$ cat src/hdl/rsi_indicator_trade_signal_core_assert.svh
// Assertion helpers shared by the RSI block modules.
// Both expect clk_i and rst_ni in scope.
`ifndef RSI_INDICATOR_TRADE_SIGNAL_CORE_ASSERT_SVH
`define RSI_INDICATOR_TRADE_SIGNAL_CORE_ASSERT_SVH

// Condition holds at every clock edge out of reset
`define RSI_ASSERT_ALWAYS(name, cond, msg) \
  name: assert property (@(posedge clk_i) disable iff (!rst_ni) (cond)) else $error(msg);

// Consequence holds in the cycle after the antecedent
`define RSI_ASSERT_NEXT(name, ante, cons, msg) \
  name: assert property (@(posedge clk_i) disable iff (!rst_ni) (ante) |=> (cons)) \
    else $error(msg);

`endif

$ cat src/hdl/rsi_pkg.sv
package rsi_pkg;

  // Default sizing
  localparam int WINDOW_DEPTH_DEF = 64;
  localparam int PRICE_BITS_DEF   = 17;

  // Fixed field widths
  localparam int TIME_W     = 18;
  localparam int CFG_DATA_W = 18;
  localparam int CFG_IDX_W  = 2;
  localparam int WLEN_CFG_W = 7;
  localparam int PCT_W      = 7;

  // Divider produces one quotient bit per step
  localparam int DIV_STEPS = PCT_W;

  // Queue depth between stages
  localparam int FIFO_DEPTH = 2;

  // Reset and limit values
  localparam int WLEN_RST = 14;
  localparam int WLEN_MIN = 2;
  localparam logic [TIME_W-1:0] SESSION_START_RST = 18'd91500;
  localparam logic [TIME_W-1:0] SESSION_END_RST   = 18'd161500;
  localparam int PRICE_CAP = 99999;

  // RSI scale and extreme thresholds
  localparam int PCT_SCALE = 100;
  localparam int RSI_HI    = 70;
  localparam int RSI_LO    = 30;

  // Price test against the window average: 1.1 and 0.9 as tenths
  localparam int AVG_SCALE  = 10;
  localparam int AVG_HI_NUM = 11;
  localparam int AVG_LO_NUM = 9;

  typedef enum logic [CFG_IDX_W-1:0] {
    CFG_WLEN       = 2'd0,
    CFG_SESS_START = 2'd1,
    CFG_SESS_END   = 2'd2
  } rsi_cfg_idx_e;

  typedef enum logic {
    CMD_PUSH = 1'b0,
    CMD_EVAL = 1'b1
  } rsi_cmd_e;

  typedef enum logic [1:0] {
    DEC_HOLD = 2'd0,
    DEC_SELL = 2'd1,
    DEC_BUY  = 2'd2
  } rsi_decision_e;

  typedef enum logic [2:0] {
    ST_IDLE,
    ST_RD_OLD,
    ST_RD_SEC,
    ST_DROP,
    ST_ADD,
    ST_DIV_INIT,
    ST_DIV,
    ST_FIN
  } rsi_state_e;

  typedef struct packed {
    logic [PCT_W-1:0] rsi_percent;
    logic             rsi_defined;
    logic             window_full;
    logic             tick_accepted;
    rsi_decision_e    decision;
  } rsi_result_t;

  typedef struct packed {
    logic full;
    logic empty;
  } rsi_fifo_stat_t;

endpackage

$ cat src/hdl/rsi_fifo.sv
`include "rsi_indicator_trade_signal_core_assert.svh"

module rsi_fifo #(
  parameter int WIDTH = 8
) (
  input  logic                  clk_i,
  input  logic                  rst_ni,
  input  logic                  wr_i,
  input  logic [WIDTH-1:0]      wr_data_i,
  input  logic                  rd_i,
  output logic [WIDTH-1:0]      rd_data_o,
  output rsi_pkg::rsi_fifo_stat_t stat_o
);

  localparam int PTR_W = $clog2(rsi_pkg::FIFO_DEPTH);
  localparam int CNT_W = $clog2(rsi_pkg::FIFO_DEPTH + 1);
  localparam logic [PTR_W-1:0] LAST_PTR = PTR_W'(rsi_pkg::FIFO_DEPTH - 1);

  logic [WIDTH-1:0] mem_q [rsi_pkg::FIFO_DEPTH];
  logic [PTR_W-1:0] wr_ptr_q, wr_ptr_d;
  logic [PTR_W-1:0] rd_ptr_q, rd_ptr_d;
  logic [CNT_W-1:0] cnt_q, cnt_d;

  // Advance pointers and occupancy
  always_comb begin
    wr_ptr_d = wr_ptr_q;
    rd_ptr_d = rd_ptr_q;
    cnt_d    = cnt_q;
    if (wr_i) begin
      wr_ptr_d = (wr_ptr_q == LAST_PTR) ? '0 : wr_ptr_q + PTR_W'(1);
    end
    if (rd_i) begin
      rd_ptr_d = (rd_ptr_q == LAST_PTR) ? '0 : rd_ptr_q + PTR_W'(1);
    end
    if (wr_i && !rd_i) begin
      cnt_d = cnt_q + CNT_W'(1);
    end else if (rd_i && !wr_i) begin
      cnt_d = cnt_q - CNT_W'(1);
    end
  end

  always_ff @(posedge clk_i or negedge rst_ni) begin
    if (!rst_ni) begin
      wr_ptr_q <= '0;
      rd_ptr_q <= '0;
      cnt_q    <= '0;
    end else begin
      wr_ptr_q <= wr_ptr_d;
      rd_ptr_q <= rd_ptr_d;
      cnt_q    <= cnt_d;
    end
  end

  // Hold the stored requests
  always_ff @(posedge clk_i) begin
    if (wr_i) begin
      mem_q[wr_ptr_q] <= wr_data_i;
    end
  end

  assign rd_data_o    = mem_q[rd_ptr_q];
  assign stat_o.full  = (cnt_q == CNT_W'(rsi_pkg::FIFO_DEPTH));
  assign stat_o.empty = (cnt_q == '0);

  `RSI_ASSERT_ALWAYS(a_fifo_cnt_range, cnt_q <= CNT_W'(rsi_pkg::FIFO_DEPTH), "fifo count out of range")
  `RSI_ASSERT_ALWAYS(a_fifo_no_overflow, !(wr_i && stat_o.full && !rd_i), "fifo write while full")
  `RSI_ASSERT_ALWAYS(a_fifo_no_underflow, !(rd_i && stat_o.empty), "fifo read while empty")

endmodule

$ cat src/hdl/rsi_front.sv
module rsi_front #(
  parameter int PRICE_BITS = rsi_pkg::PRICE_BITS_DEF
) (
  input  logic                            clk_i,
  input  logic                            rst_ni,
  input  logic                            cfg_we_i,
  input  logic [rsi_pkg::CFG_IDX_W-1:0]   cfg_idx_i,
  input  logic [rsi_pkg::CFG_DATA_W-1:0]  cfg_data_i,
  input  logic                            push_i,
  output logic                            full_o,
  input  logic                            command_i,
  input  logic [PRICE_BITS-1:0]           price_i,
  input  logic [rsi_pkg::TIME_W-1:0]      tick_time_i,
  input  rsi_pkg::rsi_fifo_stat_t         q_stat_i,
  output logic                            q_push_o,
  output logic [PRICE_BITS+1:0]           q_data_o
);

  logic [rsi_pkg::TIME_W-1:0] sess_start_q;
  logic [rsi_pkg::TIME_W-1:0] sess_end_q;
  logic [31:0]                price_ext;
  logic                       in_session;
  logic                       below_cap;
  logic                       tick_ok;

  // Hold session bounds
  always_ff @(posedge clk_i or negedge rst_ni) begin
    if (!rst_ni) begin
      sess_start_q <= rsi_pkg::SESSION_START_RST;
      sess_end_q   <= rsi_pkg::SESSION_END_RST;
    end else if (cfg_we_i) begin
      case (cfg_idx_i)
        rsi_pkg::CFG_SESS_START: sess_start_q <= cfg_data_i[rsi_pkg::TIME_W-1:0];
        rsi_pkg::CFG_SESS_END:   sess_end_q   <= cfg_data_i[rsi_pkg::TIME_W-1:0];
        default: ;
      endcase
    end
  end

  // Classify the tick: session window and price cap
  assign price_ext  = 32'(price_i);
  assign in_session = (tick_time_i >= sess_start_q) && (tick_time_i <= sess_end_q);
  assign below_cap  = price_ext < 32'(rsi_pkg::PRICE_CAP);
  assign tick_ok    = (command_i == rsi_pkg::CMD_EVAL) && in_session && below_cap;

  // Forward accepted requests into the work queue
  assign full_o   = q_stat_i.full;
  assign q_push_o = push_i && !q_stat_i.full;
  assign q_data_o = {command_i, tick_ok, price_i};

endmodule

$ cat src/hdl/rsi_back.sv
`include "rsi_indicator_trade_signal_core_assert.svh"

module rsi_back #(
  parameter int WINDOW_DEPTH = rsi_pkg::WINDOW_DEPTH_DEF,
  parameter int PRICE_BITS   = rsi_pkg::PRICE_BITS_DEF
) (
  input  logic                            clk_i,
  input  logic                            rst_ni,
  input  logic                            cfg_we_i,
  input  logic [rsi_pkg::CFG_IDX_W-1:0]   cfg_idx_i,
  input  logic [rsi_pkg::CFG_DATA_W-1:0]  cfg_data_i,
  input  rsi_pkg::rsi_fifo_stat_t         item_stat_i,
  input  logic [PRICE_BITS+1:0]           item_data_i,
  output logic                            item_pop_o,
  input  rsi_pkg::rsi_fifo_stat_t         res_stat_i,
  output logic                            res_push_o,
  output rsi_pkg::rsi_result_t            res_data_o
);

  localparam int SLOT_W = (WINDOW_DEPTH > 1) ? $clog2(WINDOW_DEPTH) : 1;
  localparam int LEN_W  = $clog2(WINDOW_DEPTH + 1);
  localparam int SUM_W  = PRICE_BITS + SLOT_W;
  localparam int TOT_W  = SUM_W + 1;
  localparam int PCT_W  = rsi_pkg::PCT_W;
  localparam int DIV_W  = SUM_W + PCT_W;
  localparam int PROD_W = PRICE_BITS + LEN_W;
  localparam int CMP_W  = PROD_W + 4;
  localparam int CNT_W  = $clog2(rsi_pkg::DIV_STEPS);
  localparam int LEN_RST_I = (rsi_pkg::WLEN_RST > WINDOW_DEPTH) ? WINDOW_DEPTH
                                                                 : rsi_pkg::WLEN_RST;

  rsi_pkg::rsi_state_e state_q, state_d;

  // Window bookkeeping
  logic [LEN_W-1:0]  len_q;
  logic [SLOT_W-1:0] ws_q;
  logic [LEN_W-1:0]  fill_q;
  logic [SUM_W-1:0]  rise_q;
  logic [SUM_W-1:0]  fall_q;
  logic [SUM_W-1:0]  csum_q;
  logic [CNT_W-1:0]  cnt_q;

  // Current request and datapath
  rsi_pkg::rsi_cmd_e      cmd_q;
  logic                   acc_q;
  logic [PRICE_BITS-1:0]  price_q;
  logic [PRICE_BITS-1:0]  last_q;
  logic [PRICE_BITS-1:0]  oldest_q;
  logic [PRICE_BITS-1:0]  rdata_q;
  logic [DIV_W-1:0]       rem_q;
  logic [DIV_W-1:0]       dsh_q;
  logic [PCT_W-1:0]       quo_q;
  logic [PROD_W-1:0]      prod_q;

  logic [PRICE_BITS-1:0] ring_q [WINDOW_DEPTH];

  logic [SLOT_W-1:0] ws_nxt;
  logic [SLOT_W-1:0] rd_addr;
  logic [TOT_W-1:0]  total;
  logic [31:0]       wlen_raw;
  logic [LEN_W-1:0]  len_cfg;
  rsi_pkg::rsi_cmd_e item_cmd;

  assign item_cmd = rsi_pkg::rsi_cmd_e'(item_data_i[PRICE_BITS+1]);
  assign total    = TOT_W'(rise_q) + TOT_W'(fall_q);
  assign ws_nxt   = ((LEN_W'(ws_q) + LEN_W'(1)) == len_q) ? '0 : ws_q + SLOT_W'(1);
  assign rd_addr  = (state_q == rsi_pkg::ST_RD_SEC) ? ws_nxt : ws_q;

  // Clamp the window length write
  assign wlen_raw = 32'(cfg_data_i[rsi_pkg::WLEN_CFG_W-1:0]);
  always_comb begin
    if (wlen_raw < 32'(rsi_pkg::WLEN_MIN)) begin
      len_cfg = LEN_W'(rsi_pkg::WLEN_MIN);
    end else if (wlen_raw > 32'(WINDOW_DEPTH)) begin
      len_cfg = LEN_W'(WINDOW_DEPTH);
    end else begin
      len_cfg = LEN_W'(wlen_raw);
    end
  end

  // Sequencer: next state and handshake strobes
  always_comb begin
    state_d    = state_q;
    item_pop_o = 1'b0;
    res_push_o = 1'b0;
    case (state_q)
      rsi_pkg::ST_IDLE: begin
        if (!item_stat_i.empty) begin
          item_pop_o = 1'b1;
          if (item_cmd == rsi_pkg::CMD_EVAL) begin
            state_d = rsi_pkg::ST_DIV_INIT;
          end else if (fill_q >= len_q) begin
            state_d = rsi_pkg::ST_RD_OLD;
          end else begin
            state_d = rsi_pkg::ST_ADD;
          end
        end
      end
      rsi_pkg::ST_RD_OLD:   state_d = rsi_pkg::ST_RD_SEC;
      rsi_pkg::ST_RD_SEC:   state_d = rsi_pkg::ST_DROP;
      rsi_pkg::ST_DROP:     state_d = rsi_pkg::ST_ADD;
      rsi_pkg::ST_ADD:      state_d = rsi_pkg::ST_DIV_INIT;
      rsi_pkg::ST_DIV_INIT: state_d = rsi_pkg::ST_DIV;
      rsi_pkg::ST_DIV: begin
        if (cnt_q == '0) begin
          state_d = rsi_pkg::ST_FIN;
        end
      end
      rsi_pkg::ST_FIN: begin
        if (!res_stat_i.full) begin
          res_push_o = 1'b1;
          state_d    = rsi_pkg::ST_IDLE;
        end
      end
      default: state_d = rsi_pkg::ST_IDLE;
    endcase
  end

  always_ff @(posedge clk_i or negedge rst_ni) begin
    if (!rst_ni) begin
      state_q <= rsi_pkg::ST_IDLE;
    end else begin
      state_q <= state_d;
    end
  end

  // Window sums, slot and fill count
  always_ff @(posedge clk_i or negedge rst_ni) begin
    if (!rst_ni) begin
      len_q  <= LEN_W'(LEN_RST_I);
      ws_q   <= '0;
      fill_q <= '0;
      rise_q <= '0;
      fall_q <= '0;
      csum_q <= '0;
      cnt_q  <= '0;
    end else if (cfg_we_i && (cfg_idx_i == rsi_pkg::CFG_WLEN)) begin
      // new length empties the window
      len_q  <= len_cfg;
      ws_q   <= '0;
      fill_q <= '0;
      rise_q <= '0;
      fall_q <= '0;
      csum_q <= '0;
    end else begin
      case (state_q)
        rsi_pkg::ST_DROP: begin
          // drop the oldest close and its move to the next one
          csum_q <= csum_q - SUM_W'(oldest_q);
          if (oldest_q > rdata_q) begin
            fall_q <= fall_q - SUM_W'(oldest_q - rdata_q);
          end else begin
            rise_q <= rise_q - SUM_W'(rdata_q - oldest_q);
          end
          fill_q <= len_q - LEN_W'(1);
        end
        rsi_pkg::ST_ADD: begin
          // add the move from the newest close to this one
          if (fill_q != '0) begin
            if (last_q > price_q) begin
              fall_q <= fall_q + SUM_W'(last_q - price_q);
            end else begin
              rise_q <= rise_q + SUM_W'(price_q - last_q);
            end
          end
          csum_q <= csum_q + SUM_W'(price_q);
          fill_q <= fill_q + LEN_W'(1);
          ws_q   <= ws_nxt;
        end
        rsi_pkg::ST_DIV_INIT: cnt_q <= CNT_W'(rsi_pkg::DIV_STEPS - 1);
        rsi_pkg::ST_DIV:      cnt_q <= cnt_q - CNT_W'(1);
        default: ;
      endcase
    end
  end

  // Close ring: one write and one registered read per cycle
  always_ff @(posedge clk_i) begin
    if (state_q == rsi_pkg::ST_ADD) begin
      ring_q[ws_q] <= price_q;
    end
    rdata_q <= ring_q[rd_addr];
  end

  // Request capture and restoring divider
  always_ff @(posedge clk_i) begin
    if (item_pop_o) begin
      cmd_q   <= item_cmd;
      acc_q   <= item_data_i[PRICE_BITS];
      price_q <= item_data_i[PRICE_BITS-1:0];
    end
    case (state_q)
      rsi_pkg::ST_RD_SEC: oldest_q <= rdata_q;
      rsi_pkg::ST_ADD:    last_q   <= price_q;
      rsi_pkg::ST_DIV_INIT: begin
        rem_q  <= DIV_W'(rise_q) * DIV_W'(rsi_pkg::PCT_SCALE);
        dsh_q  <= DIV_W'(total) << (PCT_W - 1);
        quo_q  <= '0;
        prod_q <= PROD_W'(price_q) * PROD_W'(len_q);
      end
      rsi_pkg::ST_DIV: begin
        if (rem_q >= dsh_q) begin
          rem_q <= rem_q - dsh_q;
          quo_q <= {quo_q[PCT_W-2:0], 1'b1};
        end else begin
          quo_q <= {quo_q[PCT_W-2:0], 1'b0};
        end
        dsh_q <= dsh_q >> 1;
      end
      default: ;
    endcase
  end

  // Form the result from quotient, remainder and price product
  logic             win_full;
  logic             defined;
  logic             rsi_high;
  logic             rsi_low;
  logic [CMP_W-1:0] lhs;
  logic [CMP_W-1:0] hi_ref;
  logic [CMP_W-1:0] lo_ref;

  assign win_full = (fill_q == len_q);
  assign defined  = (total != '0);
  assign rsi_high = (quo_q > PCT_W'(rsi_pkg::RSI_HI)) ||
                    ((quo_q == PCT_W'(rsi_pkg::RSI_HI)) && (rem_q != '0));
  assign rsi_low  = (quo_q < PCT_W'(rsi_pkg::RSI_LO));
  assign lhs      = CMP_W'(prod_q) * CMP_W'(rsi_pkg::AVG_SCALE);
  assign hi_ref   = CMP_W'(csum_q) * CMP_W'(rsi_pkg::AVG_HI_NUM);
  assign lo_ref   = CMP_W'(csum_q) * CMP_W'(rsi_pkg::AVG_LO_NUM);

  always_comb begin
    res_data_o.rsi_percent   = defined ? quo_q : '0;
    res_data_o.rsi_defined   = defined;
    res_data_o.window_full   = win_full;
    res_data_o.tick_accepted = (cmd_q == rsi_pkg::CMD_EVAL) && acc_q;
    res_data_o.decision      = rsi_pkg::DEC_HOLD;
    if ((cmd_q == rsi_pkg::CMD_EVAL) && acc_q && win_full && defined &&
        (rsi_high || rsi_low)) begin
      if (lhs > hi_ref) begin
        res_data_o.decision = rsi_pkg::DEC_SELL;
      end else if (lhs < lo_ref) begin
        res_data_o.decision = rsi_pkg::DEC_BUY;
      end
    end
  end

  `RSI_ASSERT_ALWAYS(a_fill_le_len, fill_q <= len_q, "fill count exceeds window length")
  `RSI_ASSERT_ALWAYS(a_slot_lt_len, LEN_W'(ws_q) < len_q, "write slot outside window")
  `RSI_ASSERT_NEXT(a_div_ends, (state_q == rsi_pkg::ST_DIV) && (cnt_q == '0), state_q == rsi_pkg::ST_FIN, "divider did not finish")

endmodule

$ cat src/hdl/rsi_indicator_trade_signal_core.sv
// Flow: each request passes the work queue, the back-end sequencer and the result queue;
//   a close pushed into a full window first drops the oldest close from the sums.
// The back end takes a new request only after it has pushed the last result; each runs
//   the seven-step RSI divider, and a rolling window adds two reads of the close ring.
// Reset (rst_ni low, asynchronous): queues empty, window empty, length 14,
//   session 91500 to 161500; the close ring itself is not cleared.
module rsi_indicator_trade_signal_core #(
  parameter int WINDOW_DEPTH = rsi_pkg::WINDOW_DEPTH_DEF,
  parameter int PRICE_BITS   = rsi_pkg::PRICE_BITS_DEF
) (
  input  logic                            clk_i,
  input  logic                            rst_ni,
  input  logic                            cfg_we_i,
  input  logic [rsi_pkg::CFG_IDX_W-1:0]   cfg_idx_i,
  input  logic [rsi_pkg::CFG_DATA_W-1:0]  cfg_data_i,
  input  logic                            push,
  output logic                            full,
  input  logic                            command_i,
  input  logic [PRICE_BITS-1:0]           price_i,
  input  logic [rsi_pkg::TIME_W-1:0]      tick_time_i,
  output logic                            empty,
  input  logic                            pop,
  output logic [rsi_pkg::PCT_W-1:0]       rsi_percent_o,
  output logic                            rsi_defined_o,
  output logic                            window_full_o,
  output logic                            tick_accepted_o,
  output logic [1:0]                      decision_o
);

  localparam int ITEM_W = PRICE_BITS + 2;
  localparam int RES_W  = $bits(rsi_pkg::rsi_result_t);

  rsi_pkg::rsi_fifo_stat_t item_stat;
  rsi_pkg::rsi_fifo_stat_t res_stat;
  logic                    item_wr;
  logic [ITEM_W-1:0]       item_wdata;
  logic [ITEM_W-1:0]       item_rdata;
  logic                    item_rd;
  logic                    res_wr;
  rsi_pkg::rsi_result_t    res_wdata;
  logic [RES_W-1:0]        res_rdata;
  rsi_pkg::rsi_result_t    res_out;
  logic                    res_rd;

  // Accept and classify requests
  rsi_front #(
    .PRICE_BITS (PRICE_BITS)
  ) u_front (
    .clk_i       (clk_i),
    .rst_ni      (rst_ni),
    .cfg_we_i    (cfg_we_i),
    .cfg_idx_i   (cfg_idx_i),
    .cfg_data_i  (cfg_data_i),
    .push_i      (push),
    .full_o      (full),
    .command_i   (command_i),
    .price_i     (price_i),
    .tick_time_i (tick_time_i),
    .q_stat_i    (item_stat),
    .q_push_o    (item_wr),
    .q_data_o    (item_wdata)
  );

  // Work queue between front and back
  rsi_fifo #(
    .WIDTH (ITEM_W)
  ) u_item_q (
    .clk_i     (clk_i),
    .rst_ni    (rst_ni),
    .wr_i      (item_wr),
    .wr_data_i (item_wdata),
    .rd_i      (item_rd),
    .rd_data_o (item_rdata),
    .stat_o    (item_stat)
  );

  // Window update, RSI division and decision
  rsi_back #(
    .WINDOW_DEPTH (WINDOW_DEPTH),
    .PRICE_BITS   (PRICE_BITS)
  ) u_back (
    .clk_i       (clk_i),
    .rst_ni      (rst_ni),
    .cfg_we_i    (cfg_we_i),
    .cfg_idx_i   (cfg_idx_i),
    .cfg_data_i  (cfg_data_i),
    .item_stat_i (item_stat),
    .item_data_i (item_rdata),
    .item_pop_o  (item_rd),
    .res_stat_i  (res_stat),
    .res_push_o  (res_wr),
    .res_data_o  (res_wdata)
  );

  // Result queue toward the consumer
  rsi_fifo #(
    .WIDTH (RES_W)
  ) u_res_q (
    .clk_i     (clk_i),
    .rst_ni    (rst_ni),
    .wr_i      (res_wr),
    .wr_data_i (RES_W'(res_wdata)),
    .rd_i      (res_rd),
    .rd_data_o (res_rdata),
    .stat_o    (res_stat)
  );

  assign res_rd          = pop && !res_stat.empty;
  assign empty           = res_stat.empty;
  assign res_out         = rsi_pkg::rsi_result_t'(res_rdata);
  assign rsi_percent_o   = res_out.rsi_percent;
  assign rsi_defined_o   = res_out.rsi_defined;
  assign window_full_o   = res_out.window_full;
  assign tick_accepted_o = res_out.tick_accepted;
  assign decision_o      = 2'(res_out.decision);

endmodule

$ cat config.mk
export PLATFORM = sky130hd
export DESIGN_NAME = rsi_indicator_trade_signal_core
export DESIGN_NICKNAME = d
export VERILOG_FILES = /design/src/hdl/rsi_pkg.sv /design/src/hdl/rsi_fifo.sv /design/src/hdl/rsi_front.sv /design/src/hdl/rsi_back.sv /design/src/hdl/rsi_indicator_trade_signal_core.sv
export VERILOG_INCLUDE_DIRS = /design/src /design/src/hdl
export SDC_FILE = /design/constraint.sdc
export NUM_CORES = 2
export LEC_CHECK = 0
export BUFFER_PORTS_ARGS = -buffer_cell sky130_fd_sc_hd__buf_2
export CORE_UTILIZATION = 60
export CTS_CLUSTER_SIZE = 12
export DETAILED_ROUTE_END_ITERATION = 8
export GPL_ROUTABILITY_DRIVEN = 0
export MAX_ROUTING_LAYER = met4
export PLACE_DENSITY = 0.76
export SYNTH_ARGS = -nofsm -noshare
export SYNTH_HDL_FRONTEND = slang
export SYNTH_SLANG_ARGS = --single-unit
$ cat constraint.sdc
create_clock -name clk_i -period 18.25 [get_ports clk_i]
set_input_delay 0.9125 -clock clk_i [delete_from_list [all_inputs] [get_ports clk_i]]
set_output_delay 0.9125 -clock clk_i [all_outputs]
set_load 0.1 [all_outputs]
Yosys cells after proc, flatten, opt, wreduce, memory -nomap -nowiden
Memory sizes are Yosys's and may differ from the RTL's. A register that Yosys moved wholly into a read port is not among the register bits.
Cells that the tools add are included.
{"block": "totals", "register_bits": 283, "ram_bits": 1150, "input_bits": 61, "elab_cells": 192, "n_memories": 3}
{"memory": "u_back.ring_q", "words": 64, "word_bits": 17, "read_ports": 1, "rd_clocked_by_memory_dff": 1, "wr": 1, "line_no": "rsi_back.sv:55", "text": "logic [PRICE_BITS-1:0] ring_q [WINDOW_DEPTH];"}
{"memory": "u_item_q.mem_q", "words": 2, "word_bits": 19, "read_ports": 1, "rd_clocked_by_memory_dff": 0, "wr": 1, "line_no": "rsi_fifo.sv:19", "text": "logic [WIDTH-1:0] mem_q [rsi_pkg::FIFO_DEPTH];"}
{"memory": "u_res_q.mem_q", "words": 2, "word_bits": 12, "read_ports": 1, "rd_clocked_by_memory_dff": 0, "wr": 1, "line_no": "rsi_fifo.sv:19"}
{"block": "op_classes", "add_sub_neg": 25, "multipliers": 5, "magnitude_cmp": 13, "n_eq_ne": 23, "n_mux": 54, "bitwise": 1, "n_reduce_logical": 43}
{"cell": "2-to-1 mux 23 bit", "count": 9}
{"cell": "case mux 23 bit (2 select lines)", "count": 3}
{"cell": "case mux 30 bit (2 select lines)", "count": 2}
{"cell": "subtractor 17 x 17 -> 18 bit", "count": 4}
{"cell": "multiplier 23 x 4 -> 27 bit, second input constant", "count": 2}
{"cell": "adder 23 bit", "count": 2}
{"cell": "subtractor 23 bit", "count": 2}
{"cell": "> comparator 17 bit", "count": 2}
{"cell": ">= comparator 30 bit", "count": 1}
{"cell": "2-to-1 mux 30 bit", "count": 1}
{"cell": "nonzero test 30 bit", "count": 1}
{"cell": "subtractor 30 bit", "count": 1}
{"cell": "> comparator 28 x 27 -> 1 bit", "count": 1}
{"cell": "less-than comparator 28 x 27 -> 1 bit", "count": 1}
{"cell": "multiplier 23 x 5 -> 28 bit, second input constant", "count": 1}
{"cell": "2-to-1 mux 7 bit", "count": 4}
{"cell": "case mux 7 bit (2 select lines)", "count": 2}
{"cell": "multiplier 24 x 3 -> 27 bit, second input constant", "count": 1}
{"cell": "adder 23 x 23 -> 24 bit", "count": 1}
{"cell": "multiplier 17 x 7 -> 24 bit", "count": 1}
{"cell": "2-to-1 mux 6 bit", "count": 4}
{"cell": "case mux 3 bit (8 select lines)", "count": 1}
{"cell": "nonzero test 24 bit", "count": 1}
{"cell": "adder 23 x 17 -> 23 bit", "count": 1}
{"cell": "43 further kinds", "count": 115}

Logic depth before layout (Yosys ltp)
{"block": "logic_depth", "word_depth": 7, "ltp_mapped": 27}

By module
Synthesis repeated with hierarchy kept, for this count alone.
{"block": "unflattened", "cells_unflattened": 6234, "area_unflattened_um2": 78450.2}
{"mod": "rsi_back", "instances": 1, "cells_per_inst": 5875, "area_per_inst_um2": 73246.5}
{"mod": "rsi_front", "instances": 1, "cells_per_inst": 230, "area_per_inst_um2": 2464.9}
{"mod": "rsi_fifo at u_item_q", "instances": 1, "cells_per_inst": 75, "area_per_inst_um2": 1637.8}
{"mod": "rsi_fifo at u_res_q", "instances": 1, "cells_per_inst": 53, "area_per_inst_um2": 1087.3}
{"mod": "rsi_indicator_trade_signal_core", "instances": 1, "cells_per_inst": 1, "area_per_inst_um2": 13.8}

Least setup slack after synthesis
OpenSTA, ideal clock, no wires.
{"block": "synth_path", "path_type": "register to register", "start": "register u_back.price_q[4]", "end": "register u_back.prod_q[23] (data pin)", "setup_time_ns": 0.258, "t_arrival_ns": 5.456, "required_time_ns": 17.992, "path_slack_ns": 12.537, "path_stages_with_launch": 21, "path_buffers": 1, "path_cell_list": "edfxtp_1 -> clkbuf_1 -> inv_1 -> nor2_1 -> fa_1 -> inv_1 -> fa_1 -> fa_1 -> inv_1 -> fa_1 -> ha_1 -> o21a_1 -> nor2_1 -> a21oi_1 -> a41o_1 -> a21oi_1 -> a21oi_1 -> a41o_1 -> o21a_1 -> a311o_1 -> xnor2_1"}
{"block": "synth_via", "elab_chain_len": 1}
{"element": "start: declaration", "line_no": "rsi_back.sv:46", "text": "logic [PRICE_BITS-1:0] price_q;"}
{"element": "start signal: assignment", "line_no": "rsi_back.sv:190", "text": "price_q <= item_data_i[PRICE_BITS-1:0];"}
{"element": "multiplier 17 x 7 -> 24 bit", "line_no": "rsi_back.sv:199", "text": "prod_q <= PROD_W'(price_q) * PROD_W'(len_q);"}
{"element": "end signal: assignment", "line_no": "rsi_back.sv:199"}
{"element": "end: declaration", "line_no": "rsi_back.sv:53", "text": "logic [PROD_W-1:0] prod_q;"}
Every way passes these cells.
A chain may end at the register's enable or synchronous reset.

Final worst setup path
{"block": "layout_path", "start": "register u_back.state_q[2]", "end": "register u_back.rdata_q[1] (read register of u_back.ring_q)"}
{"block": "layout_via", "elab_chain_len": 2}
{"element": "start: declaration", "line_no": "rsi_back.sv:32", "text": "rsi_pkg::rsi_state_e state_q, state_d;"}
{"element": "start signal: assignment", "line_no": "rsi_back.sv:121", "text": "state_q <= rsi_pkg::ST_IDLE;"}
{"element": "start signal: assignment", "line_no": "rsi_back.sv:123", "text": "state_q <= state_d;"}
{"element": "equality test 3 x 2 -> 1 bit", "line_no": "rsi_back.sv:67", "text": "assign rd_addr = (state_q == rsi_pkg::ST_RD_SEC) ? ws_nxt : ws_q;"}
{"element": "2-to-1 mux 6 bit", "line_no": "rsi_back.sv:67"}
{"element": "end: declaration", "line_no": "rsi_back.sv:49", "text": "logic [PRICE_BITS-1:0] rdata_q;"}
Every way passes these cells.

==> run summary <==
=================================================================================
Outcome ............................................................    completed
Number of setup violations in the final report .....................            0
RSZ-0062 raised after global routing ...............................        false
Std-Cell Core Area .................................................   131300 µm²
TritonCTS buffer count .............................................          152
# rows .............................................................          133
Nature of the critical path endpoint ...............................    flip-flop
Post-route minimum period ..........................................     6.636 ns
Leading cell type in the layout, fill and taps excluded ............     edfxtp_1
Biggest fanout along the worst timing path .........................           80
Element type at the critical path start ............................    flip-flop
Top library cells by usage in the layout, fill and taps aside ...... 1294 x edfxtp_1, 1269 x nand2_1, 553 x a21oi_1
Post-CTS setup buffer count ........................................            0
DIE HEIGHT .........................................................     365.6 µm
Flops & latches, synth .............................................         1450
Arrival time of the worst setup path ...............................      7.26 ns
Warnings, synthesis ................................................            0
Sequential share of power ..........................................        0.255
Number of buffers inserted by port buffering .......................           74
Fraction of final layout cells sized beyond drive strength 1 .......      0.07619
IR drop worst, VDD .................................................  0.0002608 V
Total track usage ..................................................       0.3344
Pre-Repair DR Iteration Count ......................................            8
Accumulated negative setup slack ...................................         0 ns
H-tree lvl count ...................................................            4
Total I/O pin count ................................................           75
Average wire per standard cell .....................................     23.93 µm
CTS Sinks ..........................................................         1450
Total nets after synthesis .........................................         7978
Total chip power ...................................................    0.01817 W
Wire length of the first global-routing pass .......................     328.6 mm
Slew at the pin with the worst max-slew slack ......................     1.303 ns
Gates resized, CTS repair ..........................................            0
Share of the clock period used by the worst path ...................       0.3636
Largest net degree at the start of global routing ..................          212
Cells after Synth ..................................................         7253
Filler cell count in the final layout ..............................         9703
TritonCTS clock tree ...............................................         done
WS Path Type ....................................................... flip-flop to flip-flop
Hold Violations, Final .............................................            0
Layout-stage area growth over the synthesis result .................       8.649%
Fin nets ...........................................................         8002
Remaining antenna violation count after routing ....................            0
Inst Count DP ......................................................         8878
Number of vias after detailed routing ..............................        57968
Post-synthesis cell area ...........................................    79320 µm²
Cell accounting for the most synthesized area ......................     edfxtp_1
Die Outline Area ...................................................   133700 µm²
Comb power frac ....................................................        0.580
Clock insertion delay at the later pin of the skew report ..........      0.81 ns
Hold slack final ...................................................    0.1527 ns
Overall overflow remaining after global route ......................            0
Maxcap violations ..................................................            0
Starting density of the core .......................................       0.6041
Via count of the first global-routing pass .........................        55995
Final cell count without fillers ...................................         9137
Clock Tree Root ....................................................    clkbuf_16
Worst setup margin .................................................     11.61 ns
Horizontal die dimension ...........................................     365.6 µm
Reg clk slew, reported paths .......................................      0.07 ns
Yosys cell types ...................................................           99
Static leakage power ...............................................     34.60 nW
DRC violations left ................................................            0
Dominant synthesized flop cell .....................................     edfxtp_1
Area fraction of the dominant cell type after synthesis ............       0.4899
Worst rel slew slack ...............................................       0.1283
Total Routed Length ................................................     218.6 mm
Number of antenna violations at the first check in global routing ..            6
Final HPWL from detailed placement .................................     140.3 mm
Post-CTS Hold Buffers ..............................................            0
Avg Inst Size Synth ................................................    10.94 µm²
Internal ...........................................................    0.01000 W
Share of total power in the clock network ..........................        0.165
Maximum achievable frequency .......................................    150.7 MHz
Final max-slew violation count .....................................            0
EDFF count, synth ..................................................         1294
Setup Slack @ Placement ............................................     11.88 ns
Sequential share of the synthesized area ...........................       0.5384
Synth area leaders ................................................. edfxtp_1 49%, ha_1 8.5%, nand2_1 6.0%, dfrtp_1 3.7%, a21oi_1 3.5%
Path category of the worst min-delay check ......................... input pin to async pin
Starting DRC count in detailed routing .............................         6752
Detail-routed via count per cell ...................................        6.344
Fraction of synthesis flops using an asynchronous set or reset pin .      0.09586
Longest Clk Path Bufs ..............................................            3
Switch share .......................................................       0.4496
CP Data Required Time ..............................................     18.87 ns
Net switching power ................................................   0.008170 W
P per Cell Area .................................................... 210.9 nW/µm²
Clock Skew .........................................................   0.05532 ns
=================================================================================
==> synthesized netlist by cell type, types with 27 or more instances <==
master / instances
a21o_1: 145
a21oi_1: 553
a22oi_1: 70
a31oi_1: 158
and2_1: 27
and3_1: 121
buf_1: 34
buf_2: 107
clkbuf_1: 151
dfrtp_1: 116
edfxtp_1: 1294
fa_1: 124
ha_1: 540
inv_1: 481
mux2_2: 69
nand2_1: 1272
nand2b_1: 48
nand3_1: 250
nand4_1: 37
nor2_1: 352
nor2b_1: 49
nor3_1: 81
nor4_1: 35
o21a_1: 40
o21ai_0: 214
o21bai_1: 34
o22ai_1: 55
o31ai_1: 34
or3_1: 38
or4_1: 41
xnor2_1: 199
xor2_1: 94
==> layout make-up <==
type | count | area, µm² | share of cell area
clock inverter | 43 | 560.5 | 0.006505
sequential | 1450 | 42700 | 0.4955
antenna | 6 | 15.01 | 0.0001742
inverter | 484 | 1817 | 0.02108
clock buffer | 210 | 4195 | 0.04868
multi-input combinational | 5002 | 33440 | 0.3880
tap | 1755 | 2196 | 0.02548
timing repair buffer | 187 | 1250 | 0.01450
==> cell families after synthesis <==
logic type	share of synthesized area
adder cells (fa/ha/maj)	0.1165
buffers and inverters	0.04097
XOR/XNOR	0.03235
AND/OR/NAND/NOR	0.1398
flip-flops	0.5384
multiplexers	0.01283
AO/OA/AOI/OAI	0.1191
==> final timing paths <==
kind | start | to | slack (ns) | cells past startpoint
max | u_back.state_q[2] | u_back.rdata_q[1] | 11.61 | 13
max reg2reg | u_back.state_q[2] | u_back.rdata_q[1] | 11.61 | 13
min | rst_ni | u_back.rise_q[10] | 0.15 | 1
min in group clk_i | price_i[10] | u_item_q.mem_q[1][10] | 0.33 | 1
min reg2reg | u_back.rdata_q[3] | u_back.oldest_q[3] | 0.49 | 0
max in group asynchronous | rst_ni | u_front.sess_start_q[1] | 16.55 | 2
==> layer usage <==
layer | vias up | GRT usage | part of all wire | wire (µm)
met5 | - | - | 0 | 0
met4 | 0 | 0.1725 | 0.056 | 12190
met3 | 604 | 0.06883 | 0.10 | 22400
met2 | 3151 | 0.5138 | 0.46 | 101100
met1 | 28073 | 0.4204 | 0.38 | 82940
li1 | 26140 | - | - | -
==> registers in the layout, indices dropped and copies added (netlist names), 3 cells and up <==
name / cells
u_back.cnt_q: 3
u_back.quo_q: 7
u_back.fill_q: 7
u_back.ws_q: 6
u_back.rdata_q: 17
u_back.ring_q: 1088
u_res_q.mem_q: 24
u_back.prod_q: 24
u_back.dsh_q: 30
u_front.sess_start_q: 18
u_front.sess_end_q: 18
u_back.rem_q: 30
u_back.len_q: 7
u_back.rise_q: 23
u_back.price_q: 17
u_back.last_q: 17
u_back.state_q: 3
u_back.csum_q: 23
u_back.fall_q: 23
u_back.oldest_q: 17
u_item_q.mem_q: 38
==> stage by stage <==
step,area [µm²],util
after floorplan,79320,-
after global placement,81410,0.6200
after detailed placement,81410,0.6200
after CTS,86160,0.6562
after global routing,86180,0.6563
final,86180,0.6563
==> critical path, stage by stage (launching register included) <==
cell and delay (ns):
dfrtp_1 0.71, nor2_1 0.09, nand2_1 0.33, clkinv_1 0.88, nor2_1 0.34, or3_1 0.26, and2_4 0.87, buf_4 0.75
buf_4 0.74, nand2_1 0.12, a22oi_1 0.22, a21oi_1 0.10, or4_1 0.57, nor4_1 0.41
==> power by group through the flow <==
stage          combinational (W)  clock [W]  sequential [W]
3_5_place_dp              0.0103          0         0.00469
4_1_cts                   0.0104    0.00301         0.00462
5_1_grt                   0.0117    0.00313         0.00466
3_3_place_gp             0.00996          0         0.00467
2_1_floorplan            0.00793          0         0.00453
6_report                  0.0105    0.00300         0.00463
(Power assumes the default switching activity.)
